`config.mk`:
```
export PLATFORM = sky130hd
export DESIGN_NAME = sts_cmp
export DESIGN_NICKNAME = d
export VERILOG_FILES = /design/src/sv/sts_pkg.sv /design/src/sv/sts_cmp.sv
export SDC_FILE = /design/constraint.sdc
export NUM_CORES = 1
export LEC_CHECK = 0
export BUFFER_PORTS_ARGS = -buffer_cell sky130_fd_sc_hd__buf_2
export CAP_MARGIN = 5
export CORE_ASPECT_RATIO = 2
export CORE_MARGIN = 4
export CORE_UTILIZATION = 42
export DETAILED_ROUTE_END_ITERATION = 6
export GPL_TIMING_DRIVEN = 0
export PLACE_DENSITY = 0.85
export SLEW_MARGIN = 30
export SYNTH_ARGS = -nofsm -noshare
export SYNTH_HDL_FRONTEND = slang
export SYNTH_SLANG_ARGS = --single-unit
```
`constraint.sdc`:
```
create_clock -name vclk -period 3.42
set_input_delay 0.684 -clock vclk [all_inputs]
set_output_delay 0.684 -clock vclk [all_outputs]
set_load 0.02 [all_outputs]
```
`src/sv/sts_pkg.sv`:
```
package sts_pkg;

	localparam int KEY_W = 64;
	localparam int COUNT_W = 11;
	localparam int INDEX_W = 10;

	typedef enum logic {
		ACT_WRITE = 1'b0,
		ACT_SEARCH = 1'b1
	} action_t;

	typedef enum logic [1:0] {
		CMP_LT = 2'd0,
		CMP_EQ = 2'd1,
		CMP_GT = 2'd2
	} cmp_t;

endpackage

```
`src/sv/sts_cmp.sv`:
```
module sts_cmp
	import sts_pkg::*;
(
	input  logic [KEY_W-1:0] key_a,
	input  logic [KEY_W-1:0] key_b,
	output cmp_t             result
);

	// Signed compare of the probe key against the entry read from the table.
	always_comb begin
		priority if ($signed(key_a) > $signed(key_b)) begin
			result = CMP_GT;
		end else if ($signed(key_a) < $signed(key_b)) begin
			result = CMP_LT;
		end else begin
			result = CMP_EQ;
		end
	end

endmodule

```
==> Word-level counts from Yosys, hierarchy flattened <==
Cells that the tools add are included.
{ "word_totals": {"out_inout_bits": 2, "ram_bits": 0, "word_cells": 4, "input_bits": 128, "rom_bits": 0, "memories": 0, "ff_bits": 0, "latch_bits": 0} }
{ "classes": {"div_mod_pow": 0, "magnitude_cmp": 2, "add_sub_neg": 0, "mux": 2, "eq_ne": 0, "reduce_logical": 0, "mul": 0, "shift": 0, "bitwise": 0} }
{ "op_table": {"columns": ["operator", "n"], "rows": [
  ["> comparator 64 bit", 1],
  ["< comparator 64 bit", 1],
  ["two-way mux 2 bit", 1],
  ["two-way mux 1 bit", 1]
]} }

==> Logic depth before layout (Yosys ltp) <==
{ "logic_depth": {"word_depth": 3, "depth_mapped": 9} }

==> Worst setup path after synthesis <==
OpenSTA, ideal clock, no wires.
{ "synth_timing": {"path_kind": "in2out", "from": "input key_b[35]", "to": "output result[0]", "t_required_ps": 2736, "arrival_time_ps": 2487, "cell_stages": 9, "path_slack_ps": 249, "cell_sequence": "inv_1 > ha_1 > a21oi_2 > o21ai_1 > a221o_1 > a211o_1 > nor4_2 > xnor2_1 > nor2_1"} }
{ "synth_via": {"elab_chain_len": 3, "word_cells_on_any_way": 4, "classes_between": "2 x order compare; 2 x mux"} }
{ "synth_lines": {"columns": ["item", "line", "rtl"], "rows": [
  ["from (decl)", "sts_cmp.sv:5", "input logic [KEY_W-1:0] key_b,"],
  ["< comparator 64 bit", "sts_cmp.sv:13", "end else if ($signed(key_a) < $signed(key_b)) begin"],
  ["two-way mux 1 bit", "sts_cmp.sv:13", null],
  ["two-way mux 2 bit *", "sts_cmp.sv:11", "priority if ($signed(key_a) > $signed(key_b)) begin"],
  ["to (decl)", "sts_cmp.sv:6", "output cmp_t result"]
]} }
Every way passes the cells marked *; elsewhere a longest branch is shown, timed or not.

==> Worst setup path after layout <==
{ "layout_timing": {"from": "input key_a[47]", "to": "output result[0]"} }
{ "layout_via": {"elab_chain_len": 3, "word_cells_on_any_way": 4, "classes_between": "2 x order compare; 2 x mux"} }
{ "layout_lines": {"columns": ["item", "line", "rtl"], "rows": [
  ["from (decl)", "sts_cmp.sv:4", "input logic [KEY_W-1:0] key_a,"],
  ["< comparator 64 bit", "sts_cmp.sv:13", null],
  ["two-way mux 1 bit", "sts_cmp.sv:13", null],
  ["two-way mux 2 bit *", "sts_cmp.sv:11", null]
]} }
Marks and branches as above.

==> results by group <==
Outcome
  • Outcome: complete, no violations

Yosys
  • Yosys cell types: 29
  • Post-Synthesis Cells: 233
  • Main area contributors after synthesis: ha_1 (48%), inv_1 (15%), a21oi_1 (7.9%)
  • Net Count, Synth: between 400 and 500
  • Largest area contributor in the netlist: ha_1
  • Synth top area share: 0.4837
  • Post-synth design cell area: 0.001655 mm^2
  • Syn_area_per_cell: approximately 7.1 um^2
  • Sequential element share of the synthesized area: 0
  • Number of synthesis warnings: 0

Layout
  • Clock buffer cells: 0
  • Layout area overhead: 66.06%
  • Core Util, Final: 0.7152
  • N_diodes: 0
  • Fin nets: 565
  • Layout cells sized above 1: 0.4636
  • Fillers: 321
  • Area of the multi-input gates: 0.001663 mm^2
  • Sequential cell count: 0
  • FF+latch area: 0 um^2

STA
  • Max_slew headroom: 0.7005
  • Worst-Margin Slew: 0.4380 ns
  • Unrepaired setup endpoints after global routing: yes
  • Fmax: between 0.2 and 0.3 GHz
  • Slew Limit Fails: 0
  • Final Hold Viols: 0
  • Period utilization: 0.9904
  • # setup viols final: 0
  • Final Critical Period: roughly 3.4 ns

Worst setup path
  • Bufs and invs on worst path: 2
  • Delay-heaviest family, CP: compound AO/OA/AOI/OAI gates
  • Slowest Stage Delay on Critical Path: 0.39 ns
  • Critical Path Source Type: primary input
  • Worst setup EP type: primary output
  • Worst setup path class: primary input to primary output
  • Worst Path Required: between 2 and 3 ns
  • Cell chain of the critical path: buf_2, ha_1, nand2_1, o21ai_0, a221oi_1, a31oi_1, nor4_2, xnor2_1, nor2_1, buf_4
  • Critical path fanouts, max: 2
  • Slowest library cell on the worst path: a221oi_1
  • CP arrival: 2.70 ns

Global routing
  • First-pass GRT wire length: 8024 um
  • GRT Overall Usage: 0.1915
  • Initial antenna violation count: 0
  • Vias in the first global route: approximately 2.2k
  • Largest net degree at the start of global routing: 5
  • Grt ovf: 0

Floorplan
  • Die span in y: 96.78 um
  • Core footprint: 0.003844 mm^2
  • Die W: between 50 and 60 um
  • IO Count: 130
  • Die area: slightly above 0.005 mm^2
  • Cell Rows: 32
  • Starting Density: 0.4307

Routing
  • WL met2: 3458 um
  • Vias: 2,149
  • Residual DRC count: 0
  • Met3 WL post-DR: 387 um
  • Drt pass-1 iters: 4
  • Drt initial violations: 21
  • Final ANT Viol Nets: 0
  • DRT met1 WL: around 1700 um
  • Vias/cell: roughly 5
  • Max layer used: met4
  • WL/cell: 13.44 um
  • Final WL: 5673 um

Power
  • Max VDD drop: 0.00006422 V
  • Power Dens Cells: approximately 110 mW/mm^2
  • Total power: ~0.3 mW
  • Static Leak: around 1.6 nW

Placement
  • DP HPWL: ~4700 um
  • GPL Wtd Cong: 0.7562
  • PortBufs: 130

Worst hold path
  • Worst min path class: primary input to primary output

Clock network
  • Hold-fix buffers, CTS: 0

Flow run
  • Max Cap Viol: 0
==> report_power, final <==
group	leakage [nW]	internal, mW	switching, mW	total [mW]
Sequential	0	0	0	0
Combinational	1.62	0.162	0.145	0.308
Clock	0	0	0	0
==> layout make-up <==
cell class	instances	area share
inverter	65	0.08967
tap	51	0.02321
multi-input combinational	168	0.6049
timing repair buffer	138	0.2822
==> per-stage QoR <==
step,hold WS (ns),instances,setup WS [ns],area (um^2),TNS (ns)
2_1_floorplan,1.746,233,0.2491,1655,0
3_3_place_gp,1.976,414,-0.09813,2370,-0.1860
3_5_place_dp,1.985,414,-0.1263,2370,-0.2428
4_1_cts,1.986,415,0.01861,2405,0
5_1_grt,2.069,422,-0.06312,2749,-0.1117
6_report,2.029,422,0.03296,2749,0
==> cell usage after synthesis, types with 2 or more instances <==
| master | n |
|---|---|
| a21o_1 | 5 |
| o21ai_0 | 6 |
| nor4_1 | 3 |
| a21oi_2 | 2 |
| nand2_1 | 19 |
| a221o_1 | 2 |
| a21oi_1 | 26 |
| nand3_1 | 5 |
| inv_1 | 65 |
| nand4_1 | 12 |
| nor2_1 | 4 |
| nor4_2 | 3 |
| o21ai_1 | 2 |
| ha_1 | 64 |
==> path summary, 6_finish.rpt <==
path                   from         to  slack (ns)  cells after the start
setup / recovery  key_a[47]  result[0]        0.03                     10
hold / removal    key_a[63]  result[0]        2.03                      6
==> routing by layer <==
layer,GRT usage,vias up
li1,-,1088
met2,0.4397,90
met1,0.1507,961
met5,0,-
met3,0.01695,10
met4,0.02165,0
==> what timing repair did <==
item | CTS | global route
endpoints found under the hold margin | 0 | 0
pin swaps | 4 | 25
setup endpoints to repair | 2 | 2
gates resized for setup | 3 | 41
setup buffers | 1 | 7
==> cell families (layout without fill, tap and decap cells) <==
kind of cell	count (synthesis)	in the layout	share of synthesized area
simple gates	51	51	0.1671
fa+ha+maj	64	64	0.4838
compound gates	52	52	0.1965
buf+inv	65	203	0.1474
xor+xnor	1	1	0.005292
==> cells in the final DEF, fill, tap and decap left out, drive strengths merged, types with 2 or more instances in the layout <==
cell | synthesis | layout
a21o | 5 | 5
a221o | 2 | 2
ha | 64 | 64
a21oi | 28 | 28
nand3 | 5 | 5
buf | 0 | 138
o21ai | 8 | 8
inv | 65 | 65
a2111oi | 2 | 2
nor4 | 6 | 6
nor2 | 4 | 4
nand2 | 19 | 19
nand4 | 12 | 12
Note: power is estimated with default switching activity, not from simulation.
