### src/sv/sts_pkg.sv
package sts_pkg;

	localparam int KEY_W = 64;
	localparam int COUNT_W = 11;
	localparam int INDEX_W = 10;

	typedef enum logic {
		ACT_WRITE = 1'b0,
		ACT_SEARCH = 1'b1
	} action_t;

	typedef enum logic [1:0] {
		CMP_LT = 2'd0,
		CMP_EQ = 2'd1,
		CMP_GT = 2'd2
	} cmp_t;

endpackage

### src/sv/sts_search.sv
module sts_search
	import sts_pkg::*;
#(
	parameter int DEPTH = 1024,
	parameter int AW = 10,
	parameter int CW = 11
) (
	input  logic               clk,
	input  logic               arst_n,
	input  logic               in_valid,
	output logic               in_ready,
	input  logic               action,
	input  logic [INDEX_W-1:0] entry_index,
	input  logic [KEY_W-1:0]   key,
	input  logic [COUNT_W-1:0] entry_count,
	output logic               out_valid,
	input  logic               out_ready,
	output logic               found,
	output logic [COUNT_W-1:0] position,
	output logic               ram_we,
	output logic [AW-1:0]      ram_waddr,
	output logic               ram_re,
	output logic [AW-1:0]      ram_raddr,
	output logic [KEY_W-1:0]   probe_key,
	input  cmp_t               cmp_res
);

	localparam int CWP = CW + 1;

	typedef enum logic [1:0] {
		ST_IDLE,
		ST_SRCH,
		ST_FIN
	} state_t;

	state_t             state_q;
	logic [KEY_W-1:0]   key_q;
	logic [CW-1:0]      lo_q;
	logic [CW-1:0]      hi_q;
	logic [AW-1:0]      mid_q;
	logic               found_q;
	logic [COUNT_W-1:0] pos_q;
	logic               out_valid_q;
	logic               found_out_q;
	logic [COUNT_W-1:0] position_q;

	logic [CW-1:0] cnt;
	logic [AW-1:0] mid_start;
	logic [CW-1:0] lo_n;
	logic [CW-1:0] hi_n;
	logic [AW-1:0] mid_n;
	logic          more;
	logic          start;

	assign in_ready = (state_q == ST_IDLE);
	assign start = in_valid && in_ready && (action == ACT_SEARCH);
	assign out_valid = out_valid_q;
	assign found = found_out_q;
	assign position = position_q;
	assign probe_key = key_q;

	always_comb begin
		if (32'(entry_count) > DEPTH) begin
			cnt = CW'(DEPTH);
		end else begin
			cnt = CW'(entry_count);
		end
		mid_start = AW'((CWP'(cnt) - CWP'(1)) >> 1);
	end

	always_comb begin
		lo_n = lo_q;
		hi_n = hi_q;
		unique case (cmp_res)
			CMP_GT: begin
				lo_n = CW'(mid_q) + CW'(1);
			end
			CMP_LT: begin
				hi_n = CW'(mid_q);
			end
			default: begin
			end
		endcase
		more = (lo_n < hi_n);
		mid_n = AW'((CWP'(lo_n) + CWP'(hi_n) - CWP'(1)) >> 1);
	end

	always_comb begin
		ram_we = in_valid && in_ready && (action == ACT_WRITE) && (32'(entry_index) < DEPTH);
		ram_waddr = AW'(entry_index);
		if (state_q == ST_IDLE) begin
			ram_raddr = mid_start;
			ram_re = start && (cnt != '0);
		end else begin
			ram_raddr = mid_n;
			ram_re = (state_q == ST_SRCH) && (cmp_res != CMP_EQ) && more;
		end
	end

	always_ff @(posedge clk or negedge arst_n) begin
		if (!arst_n) begin
			state_q <= ST_IDLE;
			out_valid_q <= 1'b0;
		end else begin
			if (out_valid_q && out_ready && state_q != ST_FIN) begin
				out_valid_q <= 1'b0;
			end
			unique case (state_q)
				ST_IDLE: begin
					if (start) begin
						key_q <= key;
						lo_q <= '0;
						hi_q <= cnt;
						mid_q <= mid_start;
						if (cnt == '0) begin
							found_q <= 1'b0;
							pos_q <= '0;
							state_q <= ST_FIN;
						end else begin
							state_q <= ST_SRCH;
						end
					end
				end
				ST_SRCH: begin
					if (cmp_res == CMP_EQ) begin
						found_q <= 1'b1;
						pos_q <= COUNT_W'(mid_q);
						state_q <= ST_FIN;
					end else begin
						lo_q <= lo_n;
						hi_q <= hi_n;
						mid_q <= mid_n;
						if (!more) begin
							found_q <= 1'b0;
							pos_q <= COUNT_W'(lo_n);
							state_q <= ST_FIN;
						end
					end
				end
				ST_FIN: begin
					if (!out_valid_q || out_ready) begin
						out_valid_q <= 1'b1;
						found_out_q <= found_q;
						position_q <= pos_q;
						state_q <= ST_IDLE;
					end
				end
				default: begin
					state_q <= ST_IDLE;
				end
			endcase
		end
	end

endmodule

### config.mk
export PLATFORM = sky130hd
export DESIGN_NAME = sts_search
export DESIGN_NICKNAME = d
export VERILOG_FILES = /design/src/sv/sts_pkg.sv /design/src/sv/sts_search.sv
export SDC_FILE = /design/constraint.sdc
export NUM_CORES = 1
export LEC_CHECK = 0
export ABC_CLOCK_PERIOD_IN_PS = 12500
export BUFFER_PORTS_ARGS = -buffer_cell sky130_fd_sc_hd__buf_2
export CAP_MARGIN = 0
export CELL_PAD_IN_SITES_DETAIL_PLACEMENT = 1
export CELL_PAD_IN_SITES_GLOBAL_PLACEMENT = 1
export CORE_MARGIN = 10
export CORE_UTILIZATION = 43
export DETAILED_ROUTE_END_ITERATION = 7
export HOLD_SLACK_MARGIN = 0.03
export PLACE_DENSITY = 0.82
export SYNTH_ARGS = -nofsm -noshare
export SYNTH_HDL_FRONTEND = slang
export SYNTH_SLANG_ARGS = --single-unit
### constraint.sdc
create_clock -name clk -period 12.5 [get_ports clk]
set_input_delay 3.125 -clock clk [delete_from_list [all_inputs] [get_ports clk]]
set_output_delay 3.125 -clock clk [all_outputs]
set_load 0.05 [all_outputs]
Yosys cells after proc, flatten, opt, wreduce, memory -nomap -nowiden --
Index checks and enable logic that the tools add are counted.
Word-level totals: input bits 92, flip-flop bits (word level) 123
Cells by class: bitwise operators 1, order comparisons 2, reductions and logical operators 20, equal/unequal tests 11, $add $sub $neg 4, mux-type cells 33
Operators by type and width (count):
- $mux 11 | 11
- $pmux 11 s2 | 3
- $mux 10 | 3
- $sub 11x1->11 const B | 2
- $pmux 10 s2 | 1
- $add 10x1->11 const B | 1
- $add 11x11->11 | 1
- $gt 11x11->1 const B | 1
- $logic_not 11->1 | 1
- $lt 11x11->1 | 1
- $reduce_bool 11->1 | 1
- $mux 2 | 5
- $reduce_and 3->1 | 3
- $logic_and 1x1->1 | 8
- $mux 1 | 8
- $ne 2x1->1 const B | 3
- $ne 2x2->1 const B | 3
- $pmux 2 s3 | 1
- $reduce_and 5->1 | 1
- $eq 2x1->1 const B | 2
- $eq 2x2->1 const B | 2
- $logic_not 2->1 | 2
- $reduce_and 4->1 | 1
- $ne 3x2->1 const B | 1
- other kinds (5) | 5

Longest topological paths before layout --
Gate-level depths: netlist of run 1.
depth after elaboration 6, gate-level depth with buffers 18, mapped depth without buffers 16

Least setup slack after synthesis of run 1 --
OpenSTA, ideal clock, no wires.
path type input to output, from input cmp_res[0], to output ram_raddr[8], arrival 6.931 ns, path slack 2.444 ns, path buffers 2, stages 16, required time 9.375 ns, path through buf_2 -> nand2b_1 -> clkbuf_1 -> mux2i_1 -> inv_1 -> ha_1 -> ha_1 -> fa_1 -> a211o_1 -> a21oi_1 -> nor3b_1 -> mux2i_1 -> o211ai_2 -> a311o_1 -> xnor2_1 -> o21ai_1
On the way: word-level cells in the longest chain between the ends 5, elaborated cells on any way between the ends 7, classes of those cells add/sub (2); eq/ne (1); mux (3); reduce/logical (1)
Ends and longest elaborated chain:
- start, declared | RTL line sts_search.sv:25 | input cmp_t cmp_res
- $eq 2x2->1 | RTL line sts_search.sv:74 | unique case (cmp_res)
- $mux 11 | RTL line sts_search.sv:74
- via lo_n[1] | RTL line sts_search.sv:49 | logic [CW-1:0] lo_n;
- $add 11x11->11 | RTL line sts_search.sv:85 | mid_n = AW'((CWP'(lo_n) + CWP'(hi_n) - CWP'(1)) >> 1);
- $sub 11x1->11 | RTL line sts_search.sv:85
- $mux 10 | RTL line sts_search.sv:91 | if (state_q == ST_IDLE) begin
- end, declared | RTL line sts_search.sv:23 | output logic [AW-1:0] ram_raddr,
The timed path passes the listed nets, and every way through them passes these cells.

Final worst setup path of run 1 --
Same ends and word-level chain as after synthesis.

==> results of run 1 <==
per-layer routing:
layer | vias up | part of all wire, % | GRT usage [%]
met5 | - | 0 | 0
met4 | 0 | 1.8 | 6.370
met3 | 34 | 8.4 | 6.533
met2 | 207 | 48 | 33.62
met1 | 2292 | 42 | 23.61
li1 | 2142 | - | -
final timing paths:
path | end | slack, ps | cells after the start
hold / removal | position[8]$_DFFE_PP_ | 420 | 0
hold reg to reg | position[8]$_DFFE_PP_ | 420 | 0
setup reg to reg | mid_q[8]$_DFFE_PP_ | 8310 | 16
max in group asynchronous | out_valid$_DFF_PN0_ | 9870 | 1
setup / recovery | ram_raddr[8] | 1940 | 16
min in group asynchronous | state_q[1]$_DFFE_PN0P_ | 2510 | 1
cell type report:
class,count,area share [%]
clock inverter,14,1.907
multi-input combinational,324,28.83
clock buffer,18,5.591
tap,180,2.934
inverter,22,1.076
timing repair buffer,177,11.74
sequential,123,47.92
worst max-delay path, stage by stage:
cell,delay (ps)
buf_2,310
nand2b_1,580
mux2i_1,440
inv_1,100
ha_1,350
ha_1,280
fa_1,440
a211o_1,270
a21oi_1,210
nor3b_1,80
mux2i_1,170
o211ai_2,150
a311o_1,340
xnor2_1,160
o21ai_1,130
buf_2,280
cell usage in the layout (no fill, tap or decap), types with 3 or more instances in the layout:
| cell type | n |
|---|---|
| buf_2 | 171 |
| edfxtp_1 | 120 |
| nand2_1 | 44 |
| nor2_1 | 43 |
| o21ai_0 | 40 |
| a21oi_1 | 30 |
| ha_1 | 27 |
| inv_1 | 22 |
| clkbuf_16 | 17 |
| mux2i_1 | 16 |
| xnor2_1 | 14 |
| xor2_1 | 11 |
| nand2b_1 | 9 |
| nand3_1 | 8 |
| nor3_1 | 7 |
| nand3b_1 | 6 |
| buf_4 | 6 |
| nor2b_1 | 5 |
| a211oi_1 | 5 |
| nand4_1 | 3 |
| o21ai_1 | 3 |
| o31ai_1 | 3 |
| a21o_1 | 3 |
| a31oi_1 | 3 |
| clkinv_4 | 3 |
| clkinv_2 | 3 |
| inv_6 | 3 |
| dfrtp_1 | 3 |
per-stage QoR:
step                      power (uW)  instance area (um2)  std cells  hold WS, ps  worst slack (ps)
after floorplan                 1057                 6120        500        400.3              2444
after global placement          1198                 7101        826        400.9              2234
after detailed placement        1229                 7101        826        409.0              2017
after CTS                       1718                 7676        858        422.2              1894
after global routing            1797                 7676        858        425.5              1656
final                           1709                 7676        858        418.1              1942
cell families (layout without fill, tap and decap cells):
kind of cell | Yosys count | in the layout | synth area share, %
buffers and inverters | 53 | 231 | 3.987
xor gates and xnor gates | 27 | 27 | 4.212
AOI/OAI and AO/OA | 105 | 105 | 10.63
muxes | 20 | 20 | 3.578
DFF | 123 | 123 | 60.11
adders and majority gates | 29 | 29 | 6.011
and+or+nand+nor | 143 | 143 | 11.47
flip-flops by register name, indices dropped and copies added, names as in the netlist:
register and cells:
state_q 2, found_q 1, lo_q 11, pos_q 11, probe_key 64, mid_q 10, hi_q 11, out_valid 1
position 11, found 1
power groups by stage:
| stage | clock (uW) | combinational [uW] | sequential, uW |
|---|---|---|---|
| floorplan | 0 | 431 | 627 |
| global placement | 0 | 632 | 566 |
| detailed placement | 0 | 657 | 572 |
| CTS | 485 | 668 | 565 |
| global route | 506 | 721 | 570 |
| finish | 479 | 665 | 565 |
==> results.toml, run 1 <==
[routing]
post_drt_wl_per_cell_um = 22.91
drt_wl_total_mm = 19.65
via_per_inst = 5.449
dr_total_vias = 4675
dr.pass1.iters = 5
antenna_left = 0
route.detailed.drc = 0
drt_iter0_markers = 257

[sta]
slew_headroom_pct = 31.94
min_period_over_period_pct = 84.47
fin_crit_ps = 10560
max_freq_ghz = 0.09471
slew_viol_final = 0
hold_viol = 0
tightest_slew_ps = 1016
tns_ps = 0
setup_viol_count_final = 0
fin_skew_ps = 7.854
rsz0062_at_grt = "false"

[yosys]
synthesis.instances = 500
synth_edf_count = 120
ys_top_cells_by_area = "edfxtp_1 59%, ha_1 5.5%, o21ai_0 3.3%"
synthDistinctLibCells = 58
syn_area_um2 = 6120
ys_warn_count = 0
ys_dominant_reg_cell = "edfxtp_1"
synth_top_area_share_pct = 58.88
synth.most_common_cell = "edfxtp_1"
async_reset_ff_share_pct = 2.439
synth-seq-cells = 123
yosysTopAreaCell = "edfxtp_1"
ys_seq_area_share_pct = 60.11
syn_avg_cell_area_um2 = 12.24
syn-num-nets = 620
synth_common_cells = "120 x edfxtp_1, 44 x nand2_1, 44 x nor2_1"

[final_layout]
final_util_pct = 55.09
ff_latch_area_um2 = 3679
num_antenna_cells = 0
area_growth_pct = 25.43
nNetsFinal = 785
multi_input_area_um2 = 2213
final_layout_size_suffix_gt1_share_pct = 33.04
fillers = 1524

[worst_setup_path]
cp-startpoint = "cmp_res[0]"
worstReg2RegStart = "mid_q[0]$_DFFE_PP_"
arrival_ps = 7430
path_class = "in2out"
end_kind = "output pin"
worstSetupStartpointType = "primary input"
cp_max_fo = 17
worst_ep_required_time_ps = 9380

[cts]
htreeDepth = 4
post_cts_resized = 0
cts_made_buffers = 17
cts.sinks = 123
cts_hold_buffers = 0
path_clk_slew_ps = 60
post_cts_buffers = 0
clock-root-buffer = "clkbuf_16"
clk_path_buf_depth = 2
clk_latency_ps = 410
tritoncts = "done"

[die]
io-pin-count = 192
rows = 43
core_um2 = 13930
die_y_um = 139.3
start_util_pct = 43.92
die_width_um = 139.3
dieArea_um2 = 19400

[place]
place_congestion = 0.8293
dpl.hpwl_mm = 14.74
numPortBuffers = 171

[worst_hold_path]
holdCritStartpoint = "pos_q[8]$_SDFFCE_PN0P_"
min_path_type = "reg2reg"

[global_route]
grt_max_degree = 65
overflow = 0
grt_pass1_vias = 5196
antenna_found_initial = 0
grt_use_total_pct = 19.98
grt_pass1_wl_mm = 30.69

[pwr]
combPwrFrac_pct = 38.9
ir_drop_v = 0.0001674
intPower_uw = 1014
powerDensity_nw_per_um2 = 222.6
seqPwrFrac_pct = 33.1
clock_power_share_pct = 28.0
switchingPower_uw = 694.4
p_sw_share_pct = 40.64
p_leak_uw = 0.003109

[status]
outcome = "complete, no violations"

[run]
maxCapViolCount = 0
Note: power is estimated with default switching activity, not from simulation.
==> inputs of run 2 (changes only) <==
==> config.mk (replaced) <==
export PLATFORM = sky130hd
export DESIGN_NAME = sts_search
export DESIGN_NICKNAME = d
export VERILOG_FILES = /design/src/sv/sts_pkg.sv /design/src/sv/sts_search.sv
export SDC_FILE = /design/constraint.sdc
export NUM_CORES = 1
export LEC_CHECK = 0
export ABC_AREA = 1
export ABC_CLOCK_PERIOD_IN_PS = 8600
export BUFFER_PORTS_ARGS = -buffer_cell sky130_fd_sc_hd__buf_2
export CAP_MARGIN = 0
export CELL_PAD_IN_SITES_DETAIL_PLACEMENT = 1
export CELL_PAD_IN_SITES_GLOBAL_PLACEMENT = 1
export CORE_MARGIN = 10
export CORE_UTILIZATION = 35
export DETAILED_ROUTE_END_ITERATION = 7
export HOLD_SLACK_MARGIN = 0.03
export PLACE_DENSITY = 0.73
export SYNTH_ARGS = -nofsm -noshare
export SYNTH_HDL_FRONTEND = slang
export SYNTH_SLANG_ARGS = --single-unit
==> constraint.sdc (replaced) <==
create_clock -name clk -period 8.6 [get_ports clk]
set_input_delay 2.15 -clock clk [delete_from_list [all_inputs] [get_ports clk]]
set_output_delay 2.15 -clock clk [all_outputs]
set_load 0.05 [all_outputs]
==> run 2 against run 1 <==
Register-to-register slack worse by 3300 ps. Utilization decreased by 10 points. Die area up 19%. Synthesized cell count up 15%. Clock-buffer cell count unchanged. Final area up 0.16%. Via count increased by 2.0%. Sequential power increased by 47%. Critical endpoint is now ram_raddr[6]. Highest routed layer is now met5.
==> results.toml, run 2 <==
[pwr]
ir_drop_v = 0.0002413
p_leak_uw = 0.003382
powerDensity_nw_per_um2 = 336.1

[global_route]
overflow = 0
grt_pass1_wl_mm = 28.90
grt_use_total_pct = 16.29
grt_pass1_vias = 5127
antenna_found_initial = 4
grt_max_degree = 65

[cts]
cts_hold_buffers = 0
clk_path_buf_depth = 2
cts_made_buffers = 17
cts.sinks = 123
clk_latency_ps = 410
path_clk_slew_ps = 50
post_cts_buffers = 0
tritoncts = "done"
clock-root-buffer = "clkbuf_16"
htreeDepth = 4
post_cts_resized = 0

[worst_setup_path]
worst_ep_required_time_ps = 6450
worstReg2RegStart = "mid_q[2]$_DFFE_PP_"
path_class = "in2out"
worstSetupStartpointType = "primary input"
cp_max_fo = 20
end_kind = "output pin"
arrival_ps = 5610
cp-startpoint = "cmp_res[0]"

[worst_hold_path]
min_path_type = "reg2reg"
holdCritStartpoint = "found_q$_SDFFCE_PN0P_"

[die]
die_y_um = 151.7
rows = 48
die_width_um = 151.7
dieArea_um2 = 23000
io-pin-count = 192
start_util_pct = 35.45
core_um2 = 17120

[routing]
route.detailed.drc = 0
drt_wl_total_mm = 19.20
via_per_inst = 4.815
dr.pass1.iters = 4
drt_iter0_markers = 253
dr_total_vias = 4767
antenna_left = 0
post_drt_wl_per_cell_um = 19.39

[sta]
max_freq_ghz = 0.1289
fin_ws_ps = 844.8
slew_headroom_pct = 41.31
tightest_slew_ps = 875.5
tns_ps = 0
min_period_over_period_pct = 90.18
rsz0062_at_grt = "false"
hold_viol = 0
fin_crit_ps = 7755
setup_viol_count_final = 0
slew_viol_final = 0
fin_skew_ps = 11.99

[final_layout]
nNetsFinal = 870
area_growth_pct = 26.73
mostFrequentLayoutCell = "buf_2"
final_cell_mix = "171 x buf_2, 120 x edfxtp_1, 114 x nand2_1"
final_layout_size_suffix_gt1_share_pct = 31.72
layout.cells.non_filler = 990
largest_register_ffs = 64

[yosys]
syn-num-nets = 695
syn_area_um2 = 6067
syn_avg_cell_area_um2 = 10.55
ys_dominant_reg_cell = "edfxtp_1"
synth_common_cells = "120 x edfxtp_1, 114 x nand2_1, 71 x inv_1"
ys_seq_area_share_pct = 60.63
synth_edf_count = 120
synth.most_common_cell = "edfxtp_1"
ys_warn_count = 0
yosysTopAreaCell = "edfxtp_1"
synth_top_area_share_pct = 59.39
synth-seq-cells = 123
async_reset_ff_share_pct = 2.439
synthDistinctLibCells = 36
ys_top_cells_by_area = "edfxtp_1 59%, nand2_1 7.1%, ha_1 5.6%"
synthesis.instances = 575

[status]
outcome = "complete, no violations"

[place]
dpl_worst_slack_ps = 831.9
numPortBuffers = 171
dp_cells = 956
place_congestion = 0.8952
dpl.hpwl_mm = 15.44

[run]
maxCapViolCount = 0
-- run 2: cell types whose count changed in the layout (fill, tap and decap cells not counted), moves of 10 or more --
cell / delta
a21oi_1: -24
mux2i_1: -16
nand3_1: +38
nand2_1: +70
inv_1: +49
xnor2_1: -10
-- run 2: worst paths after layout --
kind / slack, ps / endpoint / cells after the start
setup / recovery: 840 / ram_raddr[6] / 16
hold / removal: 420 / found$_DFFE_PP_ / 0
setup reg to reg: 4980 / pos_q[6]$_SDFFCE_PN0P_ / 17
hold reg to reg: 420 / found$_DFFE_PP_ / 0
max in group asynchronous: 6920 / out_valid$_DFF_PN0_ / 1
min in group asynchronous: 1540 / state_q[1]$_DFFE_PN0P_ / 1
-- run 2: worst max-delay path, stage by stage --
cell,delay (ps)
buf_2,130
nor2_2,610
o21ai_0,300
ha_1,360
ha_1,240
fa_1,410
and3_1,170
a211oi_1,290
nor2_1,110
nand3_2,110
inv_2,50
nor2_2,110
xor2_1,190
nand2_1,70
nand2_1,60
buf_2,260
-- run 2: logic make-up (layout without fill, tap and decap cells) --
family | after synthesis | after routing | share of synthesized area [%]
AND/OR/NAND/NOR | 239 | 239 | 17.76
flip-flops | 123 | 123 | 60.63
buffers and inverters | 100 | 288 | 7.053
AO/OA/AOI/OAI | 73 | 73 | 6.929
adder cells (fa/ha/maj) | 28 | 28 | 5.898
XOR/XNOR | 12 | 12 | 1.732
other | 0 | 2 | 0
-- run 2: where the power goes --
group / internal [uW] / total [uW] / leakage [uW] / switching, uW
Clock: 397 / 662 / 0.000270 / 264
Combinational: 288 / 1090 / 0.00197 / 803
Sequential: 794 / 831 / 0.00115 / 36.9
-- run 2: metal layers --
metal | GRT usage, % | share of wire, %
met1 | 19.22 | 42
met2 | 27.07 | 46
met3 | 5.940 | 10
met4 | 5.100 | 0.84
met5 | 0 | 0.19
-- run 2: through the flow --
step	total power, uW	hold WS [ps]	utilization [%]	instance area (um2)
5_1_grt	2754	420.4	44.91	7686
3_5_place_dp	1940	409.3	41.67	7132
6_report	2584	416.6	44.92	7689
2_1_floorplan	1645	400.3	-	6067
3_3_place_gp	1903	403.7	41.67	7132
4_1_cts	2613	421.9	44.89	7684
-- run 2: final cells by class --
cell class,count,area [um2]
Antenna cell,2,5.005
Fill cell,1965,9428
Clock buffer,18,429.2
Tap cell,225,281.5
Multi-Input combinational cell,352,1976
Timing Repair Buffer,176,893.4
Inverter,80,302.8
Clock inverter,14,122.6
Sequential cell,123,3679
==> inputs of run 3 (changes only) <==
--- a/config.mk
+++ b/config.mk
@@ -6,16 +6,17 @@
 export NUM_CORES = 1
 export LEC_CHECK = 0
 export ABC_AREA = 1
-export ABC_CLOCK_PERIOD_IN_PS = 8600
+export ABC_CLOCK_PERIOD_IN_PS = 7600
 export BUFFER_PORTS_ARGS = -buffer_cell sky130_fd_sc_hd__buf_2
 export CAP_MARGIN = 0
 export CELL_PAD_IN_SITES_DETAIL_PLACEMENT = 1
 export CELL_PAD_IN_SITES_GLOBAL_PLACEMENT = 1
 export CORE_MARGIN = 10
-export CORE_UTILIZATION = 35
+export CORE_UTILIZATION = 39
+export CTS_CLUSTER_SIZE = 40
 export DETAILED_ROUTE_END_ITERATION = 7
 export HOLD_SLACK_MARGIN = 0.03
-export PLACE_DENSITY = 0.73
+export PLACE_DENSITY = 0.77
 export SYNTH_ARGS = -nofsm -noshare
 export SYNTH_HDL_FRONTEND = slang
 export SYNTH_SLANG_ARGS = --single-unit
==> constraint.sdc (replaced) <==
create_clock -name clk -period 7.6 [get_ports clk]
set_input_delay 1.9 -clock clk [delete_from_list [all_inputs] [get_ports clk]]
set_output_delay 1.9 -clock clk [all_outputs]
set_load 0.05 [all_outputs]
==> run 3 against run 2 <==
Clock skew down 4.6 ps. Sequential share of layout area up 0.23 points. Highest routed layer is now met4. Critical path depth up 2. Register-to-register slack worse by 1000 ps. Non-clock buffer count unchanged. Critical endpoint unchanged. Final cell count down 3.9%. Largest power group unchanged. Final area down 0.49%. Routed wire length down 5.6%.
==> results.toml, run 3 (same netlist as run 2, synthesis figures left out) <==
[final_layout]
ff_latch_area_um2 = 3679
final_layout_size_suffix_gt1_share_pct = 31.32
largest_register_ffs = 64
num_antenna_cells = 0
mostFrequentLayoutCell = "buf_2"
multi_input_area_um2 = 1981
final_cell_mix = "171 x buf_2, 120 x edfxtp_1, 114 x nand2_1"
fillers = 1725
layout.cells.non_filler = 951
nNetsFinal = 870
area_growth_pct = 26.11

[die]
die_y_um = 144.7
dieArea_um2 = 20950
rows = 45
core_um2 = 15200
start_util_pct = 39.91
die_width_um = 144.7
io-pin-count = 192

[cts]
clk_path_buf_depth = 2
htreeDepth = 4
cts.sinks = 123
cts_hold_buffers = 0
path_clk_slew_ps = 50
tritoncts = "done"
cts_made_buffers = 17
clk_latency_ps = 420
clock-root-buffer = "clkbuf_16"
post_cts_buffers = 0
post_cts_resized = 0

[global_route]
grt_use_total_pct = 17.29
grt_pass1_wl_mm = 27.84
overflow = 0
grt_max_degree = 65
antenna_found_initial = 0
grt_pass1_vias = 5162

[sta]
fin_skew_ps = 7.379
setup_viol_count_final = 0
hold_viol = 0
max_freq_ghz = 0.1439
slew_headroom_pct = 31.79
rsz0062_at_grt = "false"
holdWs_ps = 416.6
fin_crit_ps = 6949
tightest_slew_ps = 1018
tns_ps = 0
min_period_over_period_pct = 91.43
slew_viol_final = 0

[routing]
antenna_left = 0
dr_total_vias = 4777
dr.pass1.iters = 4
drt_iter0_markers = 209
post_drt_wl_per_cell_um = 19.06
route.detailed.drc = 0
via_per_inst = 5.023
drt_wl_total_mm = 18.13

[worst_setup_path]
cp_max_fo = 18
ff2ff_path_depth = 17
end_kind = "output pin"
worstReg2RegStart = "mid_q[2]$_DFFE_PP_"
path_class = "in2out"
worst_ep_required_time_ps = 5700
arrival_ps = 5050
worstSetupStartpointType = "primary input"
reg2reg_to = "pos_q[4]$_SDFFCE_PN0P_"
r2r_slack_ps = 3940

[run]
maxCapViolCount = 0

[status]
outcome = "complete, no violations"

[pwr]
clock_power_share_pct = 26.1
p_total_uw = 2946
seqPwrFrac_pct = 32.0
switchingPower_uw = 1242
p_sw_share_pct = 42.18
p_leak_uw = 0.003380
combPwrFrac_pct = 41.9
powerDensity_nw_per_um2 = 385.0
ir_drop_v = 0.0002588
intPower_uw = 1703

[place]
dp_cells = 919
numPortBuffers = 171
dpl.hpwl_mm = 14.34
place_congestion = 0.9224

[worst_hold_path]
holdCritStartpoint = "pos_q[3]$_SDFFCE_PN0P_"
whs_path_depth = 0
hold_end = "position[3]$_DFFE_PP_"
min_path_type = "reg2reg"
-- run 3: cell count changes in the layout (fill, tap and decap cells not counted), sizes merged --
cell / previous run / this run
bufinv: 1 / 2
clkinvlp: 2 / 3
inv: 80 / 79
clkbuf: 18 / 20
clkinv: 11 / 8
diode: 2 / 0
-- run 3: how the worst max path moves through the flow --
| stage | to | startpoint |
|---|---|---|
| floorplan | ram_raddr[4] | cmp_res[0] |
| finish | ram_raddr[6] | cmp_res[0] |
| CTS | ram_raddr[6] | cmp_res[0] |
| global route | ram_raddr[6] | cmp_res[0] |
| global placement | ram_raddr[6] | cmp_res[0] |
| detailed placement | ram_raddr[6] | cmp_res[0] |
-- run 3: power by group through the flow --
stage / registers [uW] / logic [uW] / clock network (uW)
3_5_place_dp: 955 / 1230 / 0
6_report: 943 / 1230 / 767
2_1_floorplan: 1040 / 827 / 0
4_1_cts: 943 / 1250 / 779
5_1_grt: 952 / 1370 / 813
3_3_place_gp: 950 / 1200 / 0
-- run 3: worst max-delay path, stage by stage --
cell      delay, ps
buf_2           120
inv_2            60
nand2_4         130
inv_4           110
o21ai_0         380
inv_1            90
ha_1            380
fa_1            470
and3_1          160
a211oi_1        300
nor2_1          110
nand3_2         100
inv_2            50
nor2_2          100
xor2_1          190
nand2_1          70
nand2_1          70
buf_2           260
-- run 3: layout make-up --
class,instances,share of cell area [%]
multi-input combinational,352,25.89
tap,188,3.074
clock inverter,12,1.619
timing repair buffer,176,11.68
sequential,123,48.08
clock buffer,20,5.707
inverter,80,3.957
-- run 3: layer usage --
metal	GRT usage, %	part of all wire, %	vias to the layer above
met1	19.59	41	2266
met2	29.38	47	185
met4	6.543	1.7	0
met3	6.063	9.5	24
li1	-	-	2302
met5	0	0	-
-- run 3: through the flow --
stage | utilization, % | cell area, um2 | setup slack (ps)
finish | 50.33 | 7651 | 651.2
global route | 50.33 | 7651 | 328.9
CTS | 50.33 | 7651 | 632.2
detailed placement | 46.64 | 7091 | 656.4
global placement | 46.64 | 7091 | 712.3
floorplan | - | 6067 | 572.8
